===== src/hdl/ip_egress_address_blocker_assert.svh =====
// assertion macros for the egress address blocker
// expects i_clk and i_rst_n in the scope of the module that uses them
`ifndef IP_EGRESS_ADDRESS_BLOCKER_ASSERT_SVH
`define IP_EGRESS_ADDRESS_BLOCKER_ASSERT_SVH

// same-cycle implication, checked out of reset
`define IPEAB_ASSERT_IMP(lbl, ante, cons, msg) \
    lbl: assert property (@(posedge i_clk) disable iff (!i_rst_n) (ante) |-> (cons)) \
        else $error(msg);

// next-cycle implication, checked out of reset
`define IPEAB_ASSERT_NXT(lbl, ante, cons, msg) \
    lbl: assert property (@(posedge i_clk) disable iff (!i_rst_n) (ante) |=> (cons)) \
        else $error(msg);

`endif


===== src/hdl/ipeab_pkg.sv =====
// shared types, prefix tables and classifier functions for the egress address blocker
// no dependencies
package ipeab_pkg;

    typedef enum logic [2:0] {
        CAT_PUBLIC   = 3'd0,
        CAT_NULL     = 3'd1,
        CAT_LOOPBACK = 3'd2,
        CAT_CASTING  = 3'd3,
        CAT_UNSPEC   = 3'd4,
        CAT_LOCAL    = 3'd5,
        CAT_SPECIAL  = 3'd6
    } t_category;

    localparam int unsigned V4_SPECIAL_COUNT = 11;

    typedef logic [31:0] t_v4_table [V4_SPECIAL_COUNT];

    localparam t_v4_table V4_SPECIAL_NET = '{
        32'h0000_0000, 32'h0A00_0000, 32'h6440_0000, 32'hAC10_0000, 32'hC000_0000,
        32'hC000_0200, 32'hC0A8_0000, 32'hC612_0000, 32'hC633_6400, 32'hCB00_7100,
        32'hF000_0000
    };

    localparam t_v4_table V4_SPECIAL_MASK = '{
        32'hFF00_0000, 32'hFF00_0000, 32'hFFC0_0000, 32'hFFF0_0000, 32'hFFFF_FF00,
        32'hFFFF_FF00, 32'hFFFF_0000, 32'hFFFE_0000, 32'hFFFF_FF00, 32'hFFFF_FF00,
        32'hF000_0000
    };

    localparam logic [63:0] NAT64_HIGH   = 64'h0064_FF9B_0000_0000;
    localparam logic [63:0] DISCARD_HIGH = 64'h0100_0000_0000_0000;
    localparam logic [31:0] TEREDO_TOP   = 32'h2001_0000;
    localparam logic [31:0] DOC_TOP      = 32'h2001_0DB8;
    localparam logic [15:0] SIX_TO_FOUR  = 16'h2002;
    localparam logic [15:0] MAPPED_MARK  = 16'hFFFF;

    function automatic t_category classify_v4(input logic [31:0] a);
        logic special;
        t_category cat;
        special = 1'b0;
        for (int i = 0; i < V4_SPECIAL_COUNT; i++) begin
            if ((a & V4_SPECIAL_MASK[i]) == V4_SPECIAL_NET[i]) begin
                special = 1'b1;
            end
        end
        if (a[31:24] == 8'h7F) begin
            cat = CAT_LOOPBACK;
        end else if (a == 32'hFFFF_FFFF || a[31:28] == 4'hE) begin
            cat = CAT_CASTING;
        end else if (a == 32'h0) begin
            cat = CAT_UNSPEC;
        end else if (a[31:16] == 16'hA9FE) begin
            cat = CAT_LOCAL;
        end else if (special) begin
            cat = CAT_SPECIAL;
        end else begin
            cat = CAT_PUBLIC;
        end
        return cat;
    endfunction

    function automatic t_category classify_v6(input logic [63:0] hi, input logic [63:0] lo);
        t_category cat_6to4;
        t_category cat_teredo;
        t_category cat_nat64;
        t_category cat;
        cat_6to4   = classify_v4(hi[47:16]);
        cat_teredo = classify_v4(~lo[31:0]);
        cat_nat64  = classify_v4(lo[31:0]);
        if (hi == 64'h0 && lo == 64'h1) begin
            cat = CAT_LOOPBACK;
        end else if (hi[63:56] == 8'hFF) begin
            cat = CAT_CASTING;
        end else if (hi == 64'h0 && lo == 64'h0) begin
            cat = CAT_UNSPEC;
        // fe80::/10, fec0::/10, fc00::/7
        end else if (hi[63:54] == 10'h3FA || hi[63:54] == 10'h3FB || hi[63:57] == 7'h7E) begin
            cat = CAT_LOCAL;
        end else if (hi[63:48] == SIX_TO_FOUR) begin
            cat = cat_6to4;
        end else if (hi[63:32] == TEREDO_TOP) begin
            cat = cat_teredo;
        end else if (hi == NAT64_HIGH && lo[63:32] == 32'h0) begin
            cat = cat_nat64;
        end else if (hi == DISCARD_HIGH || hi[63:32] == DOC_TOP) begin
            cat = CAT_SPECIAL;
        end else begin
            cat = CAT_PUBLIC;
        end
        return cat;
    endfunction

endpackage


===== src/hdl/ip_egress_address_blocker.sv =====
// Egress address blocker: one IPv4 or IPv6 destination word per cycle goes in, one verdict
// word (blocked flag and category) comes out per accepted address word, through the input
// and output registers. The address is held in an input register, classified by parallel prefix
// compares, and the verdict lands in an output register, so the sustained rate is one word
// per clock, limited only by downstream stall.
// A stalled output holds the input register only once that register is full as well.
// The allow_loopback register is written through the cfg port, which is always ready; write
// it only while no word is in flight.
// depends on ipeab_pkg and ip_egress_address_blocker_assert.svh
module ip_egress_address_blocker (
    input  logic        i_clk,
    input  logic        i_rst_n,
    // configuration
    input  logic        i_cfg_valid,
    output logic        o_cfg_ready,
    input  logic        i_cfg_allow_loopback,
    // address words
    input  logic        i_valid,
    output logic        o_stall,
    input  logic [63:0] i_addr_high,
    input  logic [63:0] i_addr_low,
    input  logic        i_is_ipv6,
    input  logic        i_is_null,
    // verdict words
    output logic        o_valid,
    input  logic        i_stall,
    output logic        o_blocked,
    output logic [2:0]  o_category
);
    import ipeab_pkg::*;

    `include "ip_egress_address_blocker_assert.svh"

    logic        r_allow_loopback;
    logic        r_s1_valid;
    logic [63:0] r_s1_addr_high;
    logic [63:0] r_s1_addr_low;
    logic        r_s1_is_ipv6;
    logic        r_s1_is_null;
    logic        r_out_valid;
    logic        r_out_blocked;
    t_category   r_out_category;

    logic        advance;
    logic        in_accept;
    t_category   n_category;
    logic        n_blocked;

    assign o_cfg_ready = 1'b1;

    // output register frees up when empty or taken this cycle
    assign advance   = !r_out_valid || !i_stall;
    assign o_stall   = r_s1_valid && !advance;
    assign in_accept = i_valid && !o_stall;

    always_comb begin
        if (r_s1_is_null) begin
            n_category = CAT_NULL;
        end else if (!r_s1_is_ipv6) begin
            n_category = classify_v4(r_s1_addr_low[31:0]);
        end else if (r_s1_addr_high == 64'h0 && r_s1_addr_low[63:32] == {16'h0, MAPPED_MARK}) begin
            // ipv4-mapped ipv6 is judged as plain ipv4
            n_category = classify_v4(r_s1_addr_low[31:0]);
        end else begin
            n_category = classify_v6(r_s1_addr_high, r_s1_addr_low);
        end
    end

    always_comb begin
        case (n_category)
            CAT_PUBLIC:   n_blocked = 1'b0;
            CAT_LOOPBACK: n_blocked = !r_allow_loopback;
            default:      n_blocked = 1'b1;
        endcase
    end

    always_ff @(posedge i_clk) begin
        if (!i_rst_n) begin
            r_allow_loopback <= 1'b0;
        end else if (i_cfg_valid && o_cfg_ready) begin
            r_allow_loopback <= i_cfg_allow_loopback;
        end
    end

    always_ff @(posedge i_clk) begin
        if (!i_rst_n) begin
            r_s1_valid <= 1'b0;
        end else if (!o_stall) begin
            r_s1_valid <= i_valid;
        end
    end

    always_ff @(posedge i_clk) begin
        if (in_accept) begin
            r_s1_addr_high <= i_addr_high;
            r_s1_addr_low  <= i_addr_low;
            r_s1_is_ipv6   <= i_is_ipv6;
            r_s1_is_null   <= i_is_null;
        end
    end

    always_ff @(posedge i_clk) begin
        if (!i_rst_n) begin
            r_out_valid <= 1'b0;
        end else if (advance) begin
            r_out_valid <= r_s1_valid;
        end
    end

    always_ff @(posedge i_clk) begin
        if (advance && r_s1_valid) begin
            r_out_blocked  <= n_blocked;
            r_out_category <= n_category;
        end
    end

    assign o_valid    = r_out_valid;
    assign o_blocked  = r_out_blocked;
    assign o_category = r_out_category;

    `IPEAB_ASSERT_IMP(a_public_passes, o_valid && o_category == CAT_PUBLIC, !o_blocked,
        "public address reported as blocked")
    `IPEAB_ASSERT_IMP(a_refused_blocked,
        o_valid && o_category != CAT_PUBLIC && o_category != CAT_LOOPBACK, o_blocked,
        "non-public address let through")
    `IPEAB_ASSERT_NXT(a_null_verdict, r_s1_valid && r_s1_is_null && advance,
        o_valid && o_category == CAT_NULL && o_blocked, "null word not refused as null")
    `IPEAB_ASSERT_NXT(a_word_moves, r_s1_valid && advance, o_valid,
        "word lost between input and output register")

endmodule


===== config.mk =====
export PLATFORM = sky130hd
export DESIGN_NAME = ip_egress_address_blocker
export DESIGN_NICKNAME = d
export VERILOG_FILES = /design/src/hdl/ipeab_pkg.sv /design/src/hdl/ip_egress_address_blocker.sv
export VERILOG_INCLUDE_DIRS = /design/src /design/src/hdl
export SDC_FILE = /design/constraint.sdc
export NUM_CORES = 1
export LEC_CHECK = 0
export ABC_AREA = 1
export BUFFER_PORTS_ARGS = -buffer_cell sky130_fd_sc_hd__buf_2
export CAP_MARGIN = 5
export CORE_ASPECT_RATIO = 1.75
export CORE_MARGIN = 1
export CORE_UTILIZATION = 38
export CTS_CLUSTER_DIAMETER = 150
export DETAILED_ROUTE_END_ITERATION = 10
export PLACE_DENSITY = 0.69
export SYNTH_ARGS = -nofsm -noshare
export SYNTH_HDL_FRONTEND = slang
export SYNTH_SLANG_ARGS = --single-unit

===== constraint.sdc =====
create_clock -name i_clk -period 6.65 [get_ports i_clk]
set_input_delay 1.33 -clock i_clk [delete_from_list [all_inputs] [get_ports i_clk]]
set_output_delay 1.33 -clock i_clk [all_outputs]
set_load 0.1 [all_outputs]

==> flow_summary.toml, run 1 <==
[timing]
min_period_ns = 3.36
totalNegativeSetupSlack_ns = 0
slew_viol_final = 0
rsz0062_at_grt = "false"
hold_viol = 0
worst_clock_skew_ns = 0.00956
tightest_slew_ns = 0.951
period_share = 0.506
worst_slew_margin_rel = 0.366
finalSetupViolCount = 0
fmax_ghz = 0.297

[floorplanning]
dieArea_um2 = 17300
initial_core_util = 0.388
die_x_um = 100
die_h_um = 173
pin_count = 143
core_area_um2 = 16400
rows = 62

[synthesis]
synth_edf_count = 134
synth_top_cell_by_area = "edfxtp_1"
yosysTopAreaCellShare = 0.630
ys_top_cells_by_area = "edfxtp_1 63%, nand2_1 9.1%, nor2_1 8.9%"
syn_area_um2 = 6380
synthFlopType = "edfxtp_1"
syn_inst = 670
ys_top_cells_by_count = "154 x nand2_1, 151 x nor2_1, 134 x edfxtp_1"
synth.net_count = 806
synthMostInstantiatedCell = "nand2_1"
synth.avg_cell_area_um2 = 9.53
yosysSeqAreaShare = 0.640
async_reset_ff_frac = 0
ys_warn_count = 0
synth_cell_type_count = 30
synth-seq-cells = 137

[global_routing]
grt_pass1_vias = 4969
antenna_found_initial = 2
overflow = 0
grt_max_degree = 76
grt_use_total = 0.173
grt_pass1_wl_um = 22200

[critical_path]
worstPathCellList = "buf_2, nand2_1, nor2_1, buf_2"
cp_data_required_time_ns = 5.32
worst-path-buf-inv = 2
rr_endpoint = "r_s1_is_null"
cp-end-kind = "primary output"
critical_path_arrival_ns = 2.03
max_stage_delay_ns = 0.44
crit_slowest_cell = "buf_2"
startpoint = "i_stall"
cp.depth = 4
startpoint_type = "primary input"
crit_fanout = 2
critPathTopFamily = "buffers and inverters"
ff2ff_setup_slack_ns = 4.23
endpoint = "o_stall"
ff2ff_path_depth = 6
rr_startpoint = "o_valid"
critical_path_class = "primary input to primary output"
cpMostUsedCell = "buf_2"

[clocking]
clk_latency_ns = 0.42
cts_setup_buffers = 0
cts_buffer_depth = 2
htree_num_levels = 4
cts_resized = 0
clockRootBuffer = "clkbuf_16"
numCtsBuffers = 17
cts.clk_slew.worst_paths_ns = 0.06
cts_tree = "done"
holdBufCountCts = 0
cts_sinks = 137

[placement]
gp_congestion = 0.902
io_buffers = 141
place_area_um2 = 7370
dp_hpwl_um = 11200

[drt]
ant_nets = 0
drtIter0Drc = 229
drt_first_pass_iters = 5
drc = 0
viasPerCell = 4.61
wirelength_um = 14400
wl_per_cell_um = 13.5
vias = 4925

[power_and_ir_drop]
seqPwrFrac = 0.487
clockPowerShare = 0.448
p_int_mw = 1.65
leakage_nw = 3.41
powerDensity_nw_per_um2 = 267
switching_share = 0.223
peakVddDrop_mv = 0.225
p_sw_uw = 475
combPwrFrac = 0.065

[final_layout]
final_util = 0.485
stdcell_area_um2 = 7980
syn_to_final_growth_pct = 25.0
drive_above_1_share = 0.242
finalNetCount = 966

[job]
cap_violations = 0

[hold_path]
worstHoldPathType = "register to register"

[run_status]
status = "complete, no violations"
==> worst min path at each step <==
| stage | startpoint | slack (ns) | to | cells after the start |
|---|---|---|---|---|
| 3_5_place_dp | o_valid | 0.49 | o_valid | 2 |
| 3_3_place_gp | r_s1_valid | 0.47 | o_valid | 2 |
| 6_report | r_s1_valid | 0.49 | o_valid | 2 |
| 4_1_cts | o_valid | 0.50 | o_valid | 2 |
| 2_1_floorplan | r_s1_valid | 0.45 | o_valid | 2 |
| 5_1_grt | r_s1_valid | 0.52 | o_valid | 2 |
==> state kept, by name, summed over array words and instances (netlist names) <==
| register | cells |
|---|---|
| o_blocked | 1 |
| o_category | 3 |
| o_valid | 1 |
| r_allow_loopback | 1 |
| r_s1_addr_high | 64 |
| r_s1_addr_low | 64 |
| r_s1_is_ipv6 | 1 |
| r_s1_is_null | 1 |
| r_s1_valid | 1 |
==> area by class of cell <==
type                            instances  area (µm²)
Fill cell                            1593        8460
Sequential cell                       137        4080
Multi-Input combinational cell        441        1950
Timing Repair Buffer                  142         713
Clock buffer                           19         433
Inverter                               91         344
Tap cell                              224         280
Clock inverter                         13         170
Antenna cell                            2        5.00
==> cell families (layout without fill, tap and decap cells) <==
family          count (synthesis)  after routing  share of synthesized area
compound gates                 23             23                     0.0196
simple gates                  417            417                      0.286
other cells                     1              3                   0.000587
buf+inv                        92            265                     0.0547
flops                         137            137                      0.640
==> tightest hold or removal path: stages (launching register included) <==
cell     delay, ns
dfxtp_1       0.30
inv_1         0.08
a21oi_1       0.07
==> power by group through the flow <==
stage	combinational (mW)	clock [mW]	sequential (mW)
6_report	0.139	0.953	1.04
5_1_grt	0.155	1.00	1.04
4_1_cts	0.140	0.972	1.04
3_5_place_dp	0.139	0	1.05
3_3_place_gp	0.138	0	1.05
2_1_floorplan	0.0706	0	1.06
==> placed cells by master, fill, tap and decap left out, drive strengths merged, types with 3 or more instances in the layout <==
master  instances
nand4          22
nand3          47
o21ai           5
edfxtp        134
clkbuf         19
dfxtp           3
nor2          161
bufinv          3
buf           142
inv            93
clkinv          6
nor3           17
nand2         161
a21oi          16
==> layer usage <==
metal | part of all wire | global-route usage | up-vias
li1 | - | - | 2537
met1 | 0.33 | 0.143 | 2237
met2 | 0.60 | 0.354 | 122
met3 | 0.035 | 0.0395 | 29
met4 | 0.032 | 0.0990 | 0
met5 | 0 | 0 | -
==> per-stage QoR <==
stage               power, mW  worst slack [ns]  hold slack [ns]  cells
CTS                      2.15              3.29            0.497   1067
global route             2.20              3.23            0.522   1069
detailed placement       1.19              3.10            0.488   1035
finish                   2.13              3.29            0.494   1069
floorplan                1.13              1.41            0.454    670
global placement         1.19              3.16            0.474   1035
No activity file was read; power rests on OpenSTA's default activity.
==> run 2, diff against run 1 <==
--- a/config.mk
+++ b/config.mk
@@ -6,7 +6,7 @@
 export SDC_FILE = /design/constraint.sdc
 export NUM_CORES = 1
 export LEC_CHECK = 0
-export ABC_AREA = 1
+export ABC_AREA = 0
 export BUFFER_PORTS_ARGS = -buffer_cell sky130_fd_sc_hd__buf_2
 export CAP_MARGIN = 5
 export CORE_ASPECT_RATIO = 1.75
@@ -14,7 +14,7 @@
 export CORE_UTILIZATION = 38
 export CTS_CLUSTER_DIAMETER = 150
 export DETAILED_ROUTE_END_ITERATION = 10
-export PLACE_DENSITY = 0.69
+export PLACE_DENSITY = 0.7
 export SYNTH_ARGS = -nofsm -noshare
 export SYNTH_HDL_FRONTEND = slang
 export SYNTH_SLANG_ARGS = --single-unit
==> constraint.sdc (replaced) <==
create_clock -name i_clk -period 3.1 [get_ports i_clk]
set_input_delay 0.62 -clock i_clk [delete_from_list [all_inputs] [get_ports i_clk]]
set_output_delay 0.62 -clock i_clk [all_outputs]
set_load 0.1 [all_outputs]
==> run 2 against run 1 <==
Effect of this change:
- routed wire length up 2.2%
- area after synthesis down 7.1%
- sequential cell count unchanged
- non-clock buffer count increased by 4
- sequential share of layout area rose by 3.3 points
- register-to-register slack lost 4.1 ns
- combinational power up 82%
- critical path type is now register to register
==> flow_summary.toml, run 2 <==
[clocking]
clk_latency_ns = 0.41
cts.clk_slew.worst_paths_ns = 0.06
clockRootBuffer = "clkbuf_16"
cts_buffer_depth = 2
cts_setup_buffers = 0
cts_resized = 0
holdBufCountCts = 0
cts_tree = "done"
htree_num_levels = 4
cts_sinks = 137
numCtsBuffers = 17

[synthesis]
async_reset_ff_frac = 0
synth_cell_type_count = 68
yosysSeqAreaShare = 0.689
synth_compound_area_frac = 0.0559
synth-seq-cells = 137
synth_top_family_by_area = "simple AND/OR/NAND/NOR gates"
syn_area_um2 = 5930
synth_edf_count = 134
syn_inst = 430
ys_warn_count = 0
synthMostInstantiatedCell = "edfxtp_1"
ys_top_cells_by_area = "edfxtp_1 68%, nand4_1 3.7%, nor4_1 3.7%"
synth.net_count = 566
ys_top_cells_by_count = "134 x edfxtp_1, 35 x nand4_1, 35 x nor4_1"
synth-simple-area-share = 0.238
synth_top_cell_by_area = "edfxtp_1"
synthAdderAreaFrac = 0
synth.avg_cell_area_um2 = 13.8
synthFlopType = "edfxtp_1"
yosysTopAreaCellShare = 0.679
synth_mux_area_frac = 0.00169
synth-xor-area-share = 0.00295

[critical_path]
startpoint_type = "register"
cp_data_required_time_ns = 3.24
critical_path_class = "register to register"
cp-end-kind = "register"
critical_path_arrival_ns = 3.08
rr_startpoint = "r_s1_addr_low[26]"
crit_fanout = 6
ff2ff_path_depth = 9
ff2ff_setup_slack_ns = 0.16
rr_endpoint = "o_blocked"

[global_routing]
grt_pass1_vias = 4423
grt_pass1_wl_um = 22200
grt_use_total = 0.187
grt_max_degree = 131
antenna_found_initial = 4
overflow = 0

[timing]
totalNegativeSetupSlack_ns = 0
worst_slew_margin_rel = 0.540
fmax_ghz = 0.341
period_share = 0.947
finalWorstSetupSlack_ns = 0.164
finalSetupViolCount = 0
whs_ns = 0.381
slew_viol_final = 0
tightest_slew_ns = 0.690
min_period_ns = 2.94
rsz0062_at_grt = "false"
worst_clock_skew_ns = 0.00569
hold_viol = 0

[floorplanning]
rows = 60
die_x_um = 96.4
pin_count = 143
core_area_um2 = 15300
die_h_um = 167
initial_core_util = 0.387
dieArea_um2 = 16100

[power_and_ir_drop]
peakVddDrop_mv = 0.291
powerDensity_nw_per_um2 = 607
p_total_mw = 4.55
leakage_nw = 2.68

[hold_path]
min_from = "i_addr_high[0]"
min_delay_path_depth = 1
worstHoldPathType = "primary input to register"
holdPathEnd = "r_s1_addr_high[0]"

[drt]
ant_nets = 0
drtIter0Drc = 287
wl_per_cell_um = 18.7
vias = 4388
drt_first_pass_iters = 4
viasPerCell = 5.57
drc = 0
wirelength_um = 14700

[final_layout]
drive_above_1_share = 0.328
stdcell_area_um2 = 7490
finalNetCount = 722
final_cell_mix = "141 x buf_2, 134 x edfxtp_1, 35 x nor4_1, 35 x nand4_1, 31 x nor2_1"
stdcell_count = 788
final_util = 0.489
n_fill_cell = 1367
syn_to_final_growth_pct = 26.4
final_common_cell = "buf_2"

[job]
cap_violations = 0

[placement]
dp_hpwl_um = 11200
io_buffers = 141
preCtsSetupSlack_ns = 0.239
place_area_um2 = 6880
gp_congestion = 0.875
place_inst = 753

[run_status]
status = "complete, no violations"
run 2: cell count changes in the layout (fill, tap and decap cells not counted), sizes merged, moves of 11 or more:
cell | before | now
nand2 | 161 | 25
nor2 | 161 | 31
inv | 93 | 10
nor4 | 1 | 38
nand3 | 47 | 15
nand4 | 22 | 35
a21oi | 16 | 5
run 2: worst max path at each step:
stage	start	endpoint	slack, ns	depth (start not counted)
6_report	r_s1_addr_low[26]	o_blocked	0.16	9
5_1_grt	r_s1_addr_high[40]	o_blocked	0.03	9
4_1_cts	r_s1_addr_low[28]	o_blocked	0.22	9
3_5_place_dp	r_s1_addr_low[26]	o_blocked	0.24	9
3_3_place_gp	r_s1_addr_low[26]	o_blocked	0.34	9
2_1_floorplan	i_stall	r_s1_addr_high[0]	-0.21	2
run 2: power by group:
part	switching [mW]	internal, mW
Combinational	0.145	0.108
Sequential	0.0875	2.16
Clock	0.773	1.28
run 2: per-layer routing:
| layer | GRT usage | share of wire | wire length, µm |
|---|---|---|---|
| met3 | 0.0232 | 0.038 | 558 |
| met4 | 0.124 | 0.052 | 762 |
| met5 | 0 | 0 | 0 |
| met1 | 0.195 | 0.35 | 5140 |
| met2 | 0.337 | 0.56 | 8250 |
run 2: kinds of logic after synthesis:
kind of cell	count (synthesis)
AO/OA/AOI/OAI	44
XOR/XNOR	2
buffers and inverters	15
flip-flops	137
multiplexers	1
other	1
AND/OR/NAND/NOR	230
run 2: cell type report:
| cell class | count | area, µm² | share of cell area |
|---|---|---|---|
| repair buffers | 146 | 756 | 0.101 |
| diodes | 4 | 10.0 | 0.00134 |
| well taps | 186 | 233 | 0.0311 |
| clock buffers | 19 | 433 | 0.0578 |
| inverters | 6 | 22.5 | 0.00301 |
| flip-flops and latches | 137 | 4090 | 0.545 |
| multi-input cells | 278 | 1790 | 0.239 |
| clock inverters | 12 | 168 | 0.0224 |
run 2: critical path, cell delays in order (launching register included):
cell	delay (ns)
edfxtp_1	0.47
or3_1	0.46
or4_4	0.49
nor4_4	0.34
a21o_1	0.15
and2b_1	0.20
nor3_1	0.13
o21ai_1	0.11
a21boi_1	0.20
o211ai_1	0.12
